File: config.mk
export PLATFORM = sky130hd
export DESIGN_NAME = multi_timer_scheduler
export DESIGN_NICKNAME = d
export VERILOG_FILES = /design/src/rtl/core/mts_pkg.sv /design/src/rtl/core/multi_timer_scheduler.sv /design/src/rtl/core/mts_slot_ram.sv
export SDC_FILE = /design/constraint.sdc
export NUM_CORES = 2
export LEC_CHECK = 0
export ABC_AREA = 1
export BUFFER_PORTS_ARGS = -buffer_cell sky130_fd_sc_hd__buf_4
export CAP_MARGIN = 15
export CORE_AREA = 2 2 430 432
export CTS_BUF_LIST = sky130_fd_sc_hd__clkbuf_16
export CTS_CLUSTER_DIAMETER = 80
export DETAILED_ROUTE_END_ITERATION = 7
export DIE_AREA = 0 0 432 434
export PLACE_DENSITY = 0.57
export SYNTH_ARGS = -nofsm -noshare
export SYNTH_HDL_FRONTEND = slang
export SYNTH_SLANG_ARGS = --single-unit
File: constraint.sdc
create_clock -name clock -period 8.23 [get_ports clock]
set_clock_uncertainty 0.1 [all_clocks]
set_input_delay 1.2345 -clock clock [delete_from_list [all_inputs] [get_ports clock]]
set_output_delay 1.2345 -clock clock [all_outputs]
set_load 0.02 [all_outputs]
File: src/rtl/core/mts_pkg.sv
// ----------------------------------------------------------------------------
// Timer scheduler package
// Widths, request and status codes, and the state machine type shared by
// the timer scheduler modules.
// ----------------------------------------------------------------------------
package mts_pkg;

   localparam int NUM_TIMERS = 16;
   localparam int SLOT_BITS = (NUM_TIMERS > 1) ? $clog2(NUM_TIMERS) : 1;
   localparam int CNT_BITS = $clog2(NUM_TIMERS + 1);
   localparam int ID_BITS = 16;
   localparam int TIME_BITS = 32;
   localparam int PERIOD_BITS = 24;
   localparam int REPEAT_BITS = 16;

   localparam logic [2:0] REQ_TICK = 3'd0;
   localparam logic [2:0] REQ_ADD_PER = 3'd1;
   localparam logic [2:0] REQ_ADD_ONE = 3'd2;
   localparam logic [2:0] REQ_KILL = 3'd3;
   localparam logic [2:0] REQ_QUERY = 3'd4;

   localparam logic [2:0] ST_ADDED = 3'd0;
   localparam logic [2:0] ST_REJECTED = 3'd1;
   localparam logic [2:0] ST_KILLED = 3'd2;
   localparam logic [2:0] ST_NOT_FOUND = 3'd3;
   localparam logic [2:0] ST_QUERY = 3'd4;
   localparam logic [2:0] ST_FIRED = 3'd5;

   // One timer table entry as it is held in the slot memory.
   typedef struct packed {
      logic [ID_BITS-1:0] id;
      logic [TIME_BITS-1:0] fire_time;
      logic [PERIOD_BITS-1:0] period;
      logic [REPEAT_BITS-1:0] remaining;
      logic forever_flag;
   } slot_type;

   typedef enum logic [2:0] {
      S_IDLE,
      S_SCAN,
      S_WAIT,
      S_DECIDE,
      S_EMIT
   } state_type;

endpackage

File: src/rtl/core/multi_timer_scheduler.sv
// ----------------------------------------------------------------------------
// Multi timer scheduler
// Table of one-shot and periodic timers held in a slot memory, scanned
// slot by slot for each request word.
//
//   channel | direction | handshake
//   req_    | in        | req_valid / req_stall
//   rsp_    | out       | rsp_valid / rsp_stall
//
// A word is accepted only in the idle state. It then visits each slot in turn,
// reading its entry in the scan state and checking or rearming it in the wait
// state, and then answers; the next word is accepted once the answer is done.
// Fired words leave during the scan. Unknown request codes are dropped unanswered.
// Reset empties the table and clears the tick count.
// A stalled result word holds the scan until it is taken.
// ----------------------------------------------------------------------------
module multi_timer_scheduler (
   input  logic clock,
   input  logic reset,
   input  logic req_valid,
   output logic req_stall,
   input  logic [2:0] req_type,
   input  logic [15:0] req_timer_id,
   input  logic [23:0] req_period,
   input  logic [15:0] req_repeat_count,
   input  logic req_forever_req,
   input  logic [31:0] req_fire_at,
   output logic rsp_valid,
   input  logic rsp_stall,
   output logic [2:0] rsp_status,
   output logic [15:0] rsp_out_id,
   output logic rsp_present,
   output logic rsp_last
);

   localparam int SB = mts_pkg::SLOT_BITS;
   localparam int TB = mts_pkg::TIME_BITS;

   mts_pkg::state_type state_ff, state_in;

   logic [mts_pkg::NUM_TIMERS-1:0] valid_ff, valid_in;
   logic [TB-1:0] now_ff, now_in;
   logic [2:0] type_ff;
   logic [mts_pkg::ID_BITS-1:0] id_ff;
   logic [23:0] period_ff;
   logic [15:0] count_ff;
   logic forever_ff;
   logic [TB-1:0] at_ff;
   logic [mts_pkg::CNT_BITS-1:0] idx_ff, idx_in;
   logic [SB-1:0] cur_ff, cur_in;
   logic match_ff, match_in;
   logic [SB-1:0] match_slot_ff, match_slot_in;
   logic free_ff, free_in;
   logic [SB-1:0] free_slot_ff, free_slot_in;
   logic any_fired_ff, any_fired_in;
   logic pend_ff, pend_in;
   logic [15:0] pend_id_ff, pend_id_in;

   logic rsp_valid_ff, rsp_valid_in;
   logic [2:0] rsp_status_ff, rsp_status_in;
   logic [15:0] rsp_id_ff, rsp_id_in;
   logic rsp_present_ff, rsp_present_in;
   logic rsp_last_ff, rsp_last_in;

   logic wr_en;
   logic [SB-1:0] wr_addr;
   mts_pkg::slot_type wr_data;
   logic [SB-1:0] rd_addr;
   mts_pkg::slot_type rd_data;

   logic req_take, out_free, scan_done, cur_valid, due;

   mts_slot_ram u_ram (
      .clock  (clock),
      .wr_en  (wr_en),
      .wr_addr(wr_addr),
      .wr_data(wr_data),
      .rd_addr(rd_addr),
      .rd_data(rd_data)
   );

   assign req_stall = (state_ff != mts_pkg::S_IDLE);
   assign req_take = req_valid && !req_stall;
   assign out_free = !rsp_valid_ff || !rsp_stall;
   assign scan_done = (idx_ff == mts_pkg::CNT_BITS'(mts_pkg::NUM_TIMERS));
   // While a slot is being checked its entry is read again, so a stall keeps it.
   assign rd_addr = (state_ff == mts_pkg::S_WAIT) ? cur_ff : idx_ff[SB-1:0];
   assign cur_valid = valid_ff[cur_ff];
   assign due = cur_valid && (rd_data.fire_time <= now_ff);

   // Next state.
   always_comb begin
      state_in = state_ff;
      unique case (state_ff)
         mts_pkg::S_IDLE: begin
            if (req_take && req_type <= mts_pkg::REQ_QUERY) state_in = mts_pkg::S_SCAN;
         end
         mts_pkg::S_SCAN: state_in = mts_pkg::S_WAIT;
         mts_pkg::S_WAIT: begin
            if (type_ff == mts_pkg::REQ_TICK) begin
               if (!due || out_free) state_in = scan_done ? mts_pkg::S_EMIT : mts_pkg::S_SCAN;
            end else begin
               state_in = scan_done ? mts_pkg::S_DECIDE : mts_pkg::S_SCAN;
            end
         end
         mts_pkg::S_DECIDE: begin
            if (out_free) state_in = mts_pkg::S_IDLE;
         end
         mts_pkg::S_EMIT: begin
            if (!pend_ff || out_free) state_in = mts_pkg::S_IDLE;
         end
         default: state_in = mts_pkg::S_IDLE;
      endcase
   end

   // Datapath and outputs.
   always_comb begin
      valid_in = valid_ff;
      now_in = now_ff;
      idx_in = idx_ff;
      cur_in = cur_ff;
      match_in = match_ff;
      match_slot_in = match_slot_ff;
      free_in = free_ff;
      free_slot_in = free_slot_ff;
      any_fired_in = any_fired_ff;
      pend_in = pend_ff;
      pend_id_in = pend_id_ff;
      rsp_valid_in = rsp_valid_ff && rsp_stall;
      rsp_status_in = rsp_status_ff;
      rsp_id_in = rsp_id_ff;
      rsp_present_in = rsp_present_ff;
      rsp_last_in = rsp_last_ff;
      wr_en = 1'b0;
      wr_addr = cur_ff;
      wr_data = rd_data;
      unique case (state_ff)
         mts_pkg::S_IDLE: begin
            idx_in = '0;
            match_in = 1'b0;
            free_in = 1'b0;
            match_slot_in = '0;
            free_slot_in = '0;
            any_fired_in = 1'b0;
            pend_in = 1'b0;
            if (req_take && req_type == mts_pkg::REQ_TICK) now_in = now_ff + 1'b1;
         end
         mts_pkg::S_SCAN: begin
            cur_in = idx_ff[SB-1:0];
            idx_in = idx_ff + 1'b1;
         end
         mts_pkg::S_WAIT: begin
            if (type_ff == mts_pkg::REQ_TICK) begin
               // A due slot is rearmed or freed, and its word is held back one
               // step so the final one can carry the last flag.
               if (due && out_free) begin
                  if (pend_ff) begin
                     rsp_valid_in = 1'b1;
                     rsp_status_in = mts_pkg::ST_FIRED;
                     rsp_id_in = pend_id_ff;
                     rsp_present_in = 1'b0;
                     rsp_last_in = 1'b0;
                  end
                  pend_in = 1'b1;
                  pend_id_in = 16'(rd_data.id);
                  if (rd_data.period != '0) begin
                     wr_en = 1'b1;
                     wr_data.fire_time = now_ff + TB'(rd_data.period);
                     if (!rd_data.forever_flag) begin
                        if (rd_data.remaining <= 16'd1) valid_in[cur_ff] = 1'b0;
                        else wr_data.remaining = rd_data.remaining - 1'b1;
                     end
                  end else begin
                     valid_in[cur_ff] = 1'b0;
                  end
               end
            end else begin
               if (cur_valid && rd_data.id == id_ff && !match_ff) begin
                  match_in = 1'b1;
                  match_slot_in = cur_ff;
               end
               if (!cur_valid && !free_ff) begin
                  free_in = 1'b1;
                  free_slot_in = cur_ff;
               end
            end
         end
         mts_pkg::S_DECIDE: begin
            if (out_free) begin
               rsp_valid_in = 1'b1;
               rsp_id_in = 16'(id_ff);
               rsp_present_in = 1'b0;
               rsp_last_in = 1'b1;
               priority case (type_ff)
                  mts_pkg::REQ_ADD_PER, mts_pkg::REQ_ADD_ONE: begin
                     if (match_ff || !free_ff ||
                         (type_ff == mts_pkg::REQ_ADD_PER && period_ff == '0) ||
                         (type_ff == mts_pkg::REQ_ADD_ONE && at_ff <= now_ff)) begin
                        rsp_status_in = mts_pkg::ST_REJECTED;
                     end else begin
                        rsp_status_in = mts_pkg::ST_ADDED;
                        valid_in[free_slot_ff] = 1'b1;
                        wr_en = 1'b1;
                        wr_addr = free_slot_ff;
                        wr_data.id = id_ff;
                        if (type_ff == mts_pkg::REQ_ADD_PER) begin
                           wr_data.period = period_ff;
                           wr_data.remaining = count_ff;
                           wr_data.forever_flag = forever_ff;
                           wr_data.fire_time = now_ff + TB'(period_ff);
                        end else begin
                           wr_data.period = '0;
                           wr_data.remaining = 16'd1;
                           wr_data.forever_flag = 1'b0;
                           wr_data.fire_time = at_ff;
                        end
                     end
                  end
                  mts_pkg::REQ_KILL: begin
                     if (match_ff) begin
                        rsp_status_in = mts_pkg::ST_KILLED;
                        valid_in[match_slot_ff] = 1'b0;
                     end else begin
                        rsp_status_in = mts_pkg::ST_NOT_FOUND;
                     end
                  end
                  default: begin
                     rsp_status_in = mts_pkg::ST_QUERY;
                     rsp_present_in = match_ff;
                  end
               endcase
            end
         end
         mts_pkg::S_EMIT: begin
            if (pend_ff && out_free) begin
               rsp_valid_in = 1'b1;
               rsp_status_in = mts_pkg::ST_FIRED;
               rsp_id_in = pend_id_ff;
               rsp_present_in = 1'b0;
               rsp_last_in = 1'b1;
               pend_in = 1'b0;
            end
         end
         default: ;
      endcase
   end

   // Control registers.
   always_ff @(posedge clock) begin
      if (reset) begin
         state_ff <= mts_pkg::S_IDLE;
         valid_ff <= '0;
         now_ff <= '0;
         rsp_valid_ff <= 1'b0;
         pend_ff <= 1'b0;
      end else begin
         state_ff <= state_in;
         valid_ff <= valid_in;
         now_ff <= now_in;
         rsp_valid_ff <= rsp_valid_in;
         pend_ff <= pend_in;
      end
   end

   // Payload registers.
   always_ff @(posedge clock) begin
      if (req_take) begin
         type_ff <= req_type;
         id_ff <= req_timer_id[mts_pkg::ID_BITS-1:0];
         period_ff <= req_period;
         count_ff <= req_repeat_count;
         forever_ff <= req_forever_req;
         at_ff <= req_fire_at[TB-1:0];
      end
      idx_ff <= idx_in;
      cur_ff <= cur_in;
      match_ff <= match_in;
      match_slot_ff <= match_slot_in;
      free_ff <= free_in;
      free_slot_ff <= free_slot_in;
      any_fired_ff <= any_fired_in;
      pend_id_ff <= pend_id_in;
      rsp_status_ff <= rsp_status_in;
      rsp_id_ff <= rsp_id_in;
      rsp_present_ff <= rsp_present_in;
      rsp_last_ff <= rsp_last_in;
   end

   assign rsp_valid = rsp_valid_ff;
   assign rsp_status = rsp_status_ff;
   assign rsp_out_id = rsp_id_ff;
   assign rsp_present = rsp_present_ff && !any_fired_ff;
   assign rsp_last = rsp_last_ff;

endmodule

File: src/rtl/core/mts_slot_ram.sv
// ----------------------------------------------------------------------------
// Timer slot memory
// Simple dual port synchronous memory for the timer entries, registered read.
// ----------------------------------------------------------------------------
module mts_slot_ram (
   input  logic clock,
   input  logic wr_en,
   input  logic [mts_pkg::SLOT_BITS-1:0] wr_addr,
   input  mts_pkg::slot_type wr_data,
   input  logic [mts_pkg::SLOT_BITS-1:0] rd_addr,
   output mts_pkg::slot_type rd_data
);

   mts_pkg::slot_type mem [mts_pkg::NUM_TIMERS];
   mts_pkg::slot_type rd_data_ff;

   // Write port.
   always_ff @(posedge clock) begin
      if (wr_en) begin
         mem[wr_addr] <= wr_data;
      end
   end

   // Registered read port.
   always_ff @(posedge clock) begin
      rd_data_ff <= mem[rd_addr];
   end

   assign rd_data = rd_data_ff;

endmodule

==> impl_metrics.tcl <==
set metrics [dict create \
    syn_to_final_growth_pct 13.0 \
    cp.arrival_ns 6.70 \
    rsz0062_at_grt "false" \
    avgSynthCellArea_um2 11.7 \
    yosys_warnings 0 \
    drtIter0Drc 6091 \
    cts_root_buf "clkbuf_16" \
    critPathMaxFanout 22 \
    critPathKind "reg -> reg" \
    ios 119 \
    fin_crit_sh 0.765 \
    p_leak_uw 0.0280 \
    core_area_um2 182000 \
    clk_pin_slew_ns 0.07 \
    synthAdderAreaFrac 0.0207 \
    ys_types 59 \
    synth_flop_cell "edfxtp_1" \
    grt_usage 0.246 \
    post_cts_buffers 0 \
    fmax_mhz 159 \
    place_area_um2 76600 \
    hold_viol 0 \
    dp_slack_ns 1.93 \
    final_area_um2 82200 \
    hpwlAfterDp_mm 144 \
    yosysTopAreaCell "edfxtp_1" \
    cts_tree "done" \
    synth-compound-area-share 0.134 \
    clock_sinks 1714 \
    synth_top_area_share 0.649 \
    syn_inst 6220 \
    cts_buffers 178 \
    status "finished, final reports clean" \
    gr-total-overflow 0 \
    min_period_ns 6.30 \
    synthMuxAreaShare 0.000138 \
    synthesis.nets 6435 \
    initial_core_util 0.399 \
    reg2reg_slack_ns 1.93 \
    maxCapViolCount 0 \
    cts_max_path_buffers 3 \
    drcViolationCount 0 \
    powerDensity_nw_per_um2 365 \
    wl_mm 235 \
    wire_per_inst_um 26.6 \
    first_pass_iters 6 \
    std_cell_rows 157 \
    syn-cell-area_um2 72800 \
    worst_slew_pin_slew_ns 1.25 \
    synth_top_family_by_area "compound AO/OA/AOI/OAI gates" \
    vdd_drop_max_mv 0.260 \
    required_ns 8.63 \
    drive_above_1_share 0.0855 \
    yosysMostFrequentCell "edfxtp_1" \
    holdBufCountCts 0 \
    seq_area_frac_synth 0.688 \
    num_vias 51500 \
    tns_ns 0 \
    fp.dieArea_um2 187000 \
    synthSimpleGateAreaFrac 0.119 \
    synth_edf_count 1572 \
    gp_congestion 0.942 \
    port_buffers 118 \
    drtAntennaViolNets 0 \
    grt_antenna_before_repair 11 \
    synth_xor_area_frac 0.00469 \
    ys_ff_latch 1714 \
    worst_setup_path_start_kind "flip-flop" \
    yosys-top-cells-area "edfxtp_1 (65%), o21ai_0 (5.8%), nor2_1 (5.1%)" \
    synthArstFlopShare 0 \
    grt_max_degree 183 \
    cp-end-kind "flip-flop" \
    cts_repair_resize_count 0 \
    h-tree-depth 4 \
    hp-start "u_ram.rd_data[76]" \
    final.setup.worst_slack_ns 1.93 \
    finalMaxSlewViolations 0 \
    fin_nets 6496 \
    die_height_um 434 \
    max_slew_margin 0.163 \
    setup_viol 0 \
    die_w_um 432 \
    clock_latency_ns 0.84 \
    r2r-start "now_ff[7]" \
    via_per_inst 5.84 \
    grt_pass1_wl_mm 339 \
    synth.top_cells.by_count "edfxtp_1 (1572), nor2_1 (984), o21ai_0 (843)" \
    grt_pass1_vias 48400 \
    nFillCells 16600 \
    setup.worst_path.start "now_ff[7]" \
    hold_class "reg -> reg" \
]
-- final timing paths --
check,cells past startpoint,to
hold / removal,0,pend_id_ff[3]
setup reg to reg,15,u_ram.mem[13][73]
hold reg to reg,0,pend_id_ff[3]
setup / recovery,15,u_ram.mem[13][73]
-- per-stage QoR --
stage,util,std cells,hold slack (ns),power [µW]
2_1_floorplan,-,6220,0.308,17700
3_3_place_gp,0.420,8483,0.321,22200
3_5_place_dp,0.420,8484,0.347,22300
4_1_cts,0.450,8816,0.362,29900
5_1_grt,0.450,8820,0.375,31300
6_report,0.450,8820,0.357,30000
-- layout make-up --
| cell class | instances | area (µm²) | share of cell area |
|---|---|---|---|
| Antenna cell | 2 | 5.00 | 0.0000609 |
| Clock buffer | 182 | 4550 | 0.0554 |
| Clock inverter | 150 | 1010 | 0.0122 |
| Inverter | 298 | 1150 | 0.0139 |
| Multi-Input combinational cell | 3865 | 20500 | 0.249 |
| Sequential cell | 1714 | 50000 | 0.609 |
| Tap cell | 2385 | 2980 | 0.0363 |
| Timing Repair Buffer | 224 | 1990 | 0.0242 |
-- critical path, cell delays in order, from the launching register on --
cell	delay (ns)
dfxtp_1	0.47
inv_1	0.15
ha_1	0.32
nand2_1	0.08
nor2_1	0.20
nand4_1	0.16
nor2_1	0.30
nand2_1	0.09
nand2_1	0.22
nand4_1	0.20
inv_1	0.70
nand2_1	0.78
o21ai_2	0.38
nand3_1	0.39
nor2_4	0.96
buf_4	0.43
-- per-layer routing --
| layer | track usage | vias to the layer above | share of wire |
|---|---|---|---|
| met2 | 0.377 | 2343 | 0.45 |
| met1 | 0.353 | 25800 | 0.43 |
| met4 | 0.0902 | 0 | 0.037 |
| met3 | 0.0389 | 356 | 0.080 |
| met5 | 0 | - | 0 |
| li1 | - | 23000 | - |
-- sequential cells by signal, indices dropped and copies added, names as in the netlist, 24 cells and up --
name	count
u_ram.mem	1424
at_ff	32
now_ff	32
u_ram.rd_data	89
period_ff	24
-- cell families (layout without fill, tap and decap cells) --
logic type | after synthesis | count (layout)
xor+xnor | 39 | 39
mux | 1 | 1
flops | 1714 | 1714
compound gates | 1612 | 1612
buf+inv | 641 | 854
other cells | 0 | 2
simple gates | 2094 | 2094
fa+ha+maj | 119 | 119
-- placed cells by master, fill, tap and decap left out, types with 6 or more instances in the layout --
| master | netlist | layout |
|---|---|---|
| nand4_1 | 42 | 42 |
| nand3_1 | 255 | 255 |
| o22ai_1 | 83 | 80 |
| buf_12 | 0 | 24 |
| edfxtp_1 | 1572 | 1572 |
| clkbuf_16 | 0 | 182 |
| nand2_1 | 689 | 689 |
| nor2_1 | 984 | 968 |
| nor2_2 | 6 | 6 |
| a22oi_1 | 14 | 14 |
| o21ai_1 | 36 | 42 |
| o2111ai_1 | 8 | 8 |
| clkinv_1 | 2 | 45 |
| buf_4 | 3 | 199 |
| ha_1 | 117 | 117 |
| o211ai_1 | 82 | 82 |
| dfxtp_1 | 142 | 142 |
| xnor2_1 | 11 | 11 |
| nor3_1 | 66 | 66 |
| o21ai_0 | 843 | 833 |
| a21o_1 | 6 | 6 |
| o21a_1 | 14 | 14 |
| or2_2 | 12 | 12 |
| nor4_1 | 11 | 11 |
| nor2_4 | 6 | 22 |
| clkinv_2 | 0 | 29 |
| a31oi_1 | 23 | 23 |
| xor2_1 | 28 | 28 |
| a21oi_1 | 178 | 176 |
| inv_2 | 17 | 13 |
| o221ai_1 | 289 | 289 |
| bufinv_16 | 0 | 7 |
| o21bai_1 | 6 | 6 |
| inv_1 | 279 | 334 |
-- power breakdown --
group | total, µW | internal [µW] | switching [µW]
combinational | 10300 | 2440 | 7860
clock | 7680 | 4240 | 3440
sequential | 12000 | 11300 | 653
Power figures use the tool's default switching activity.
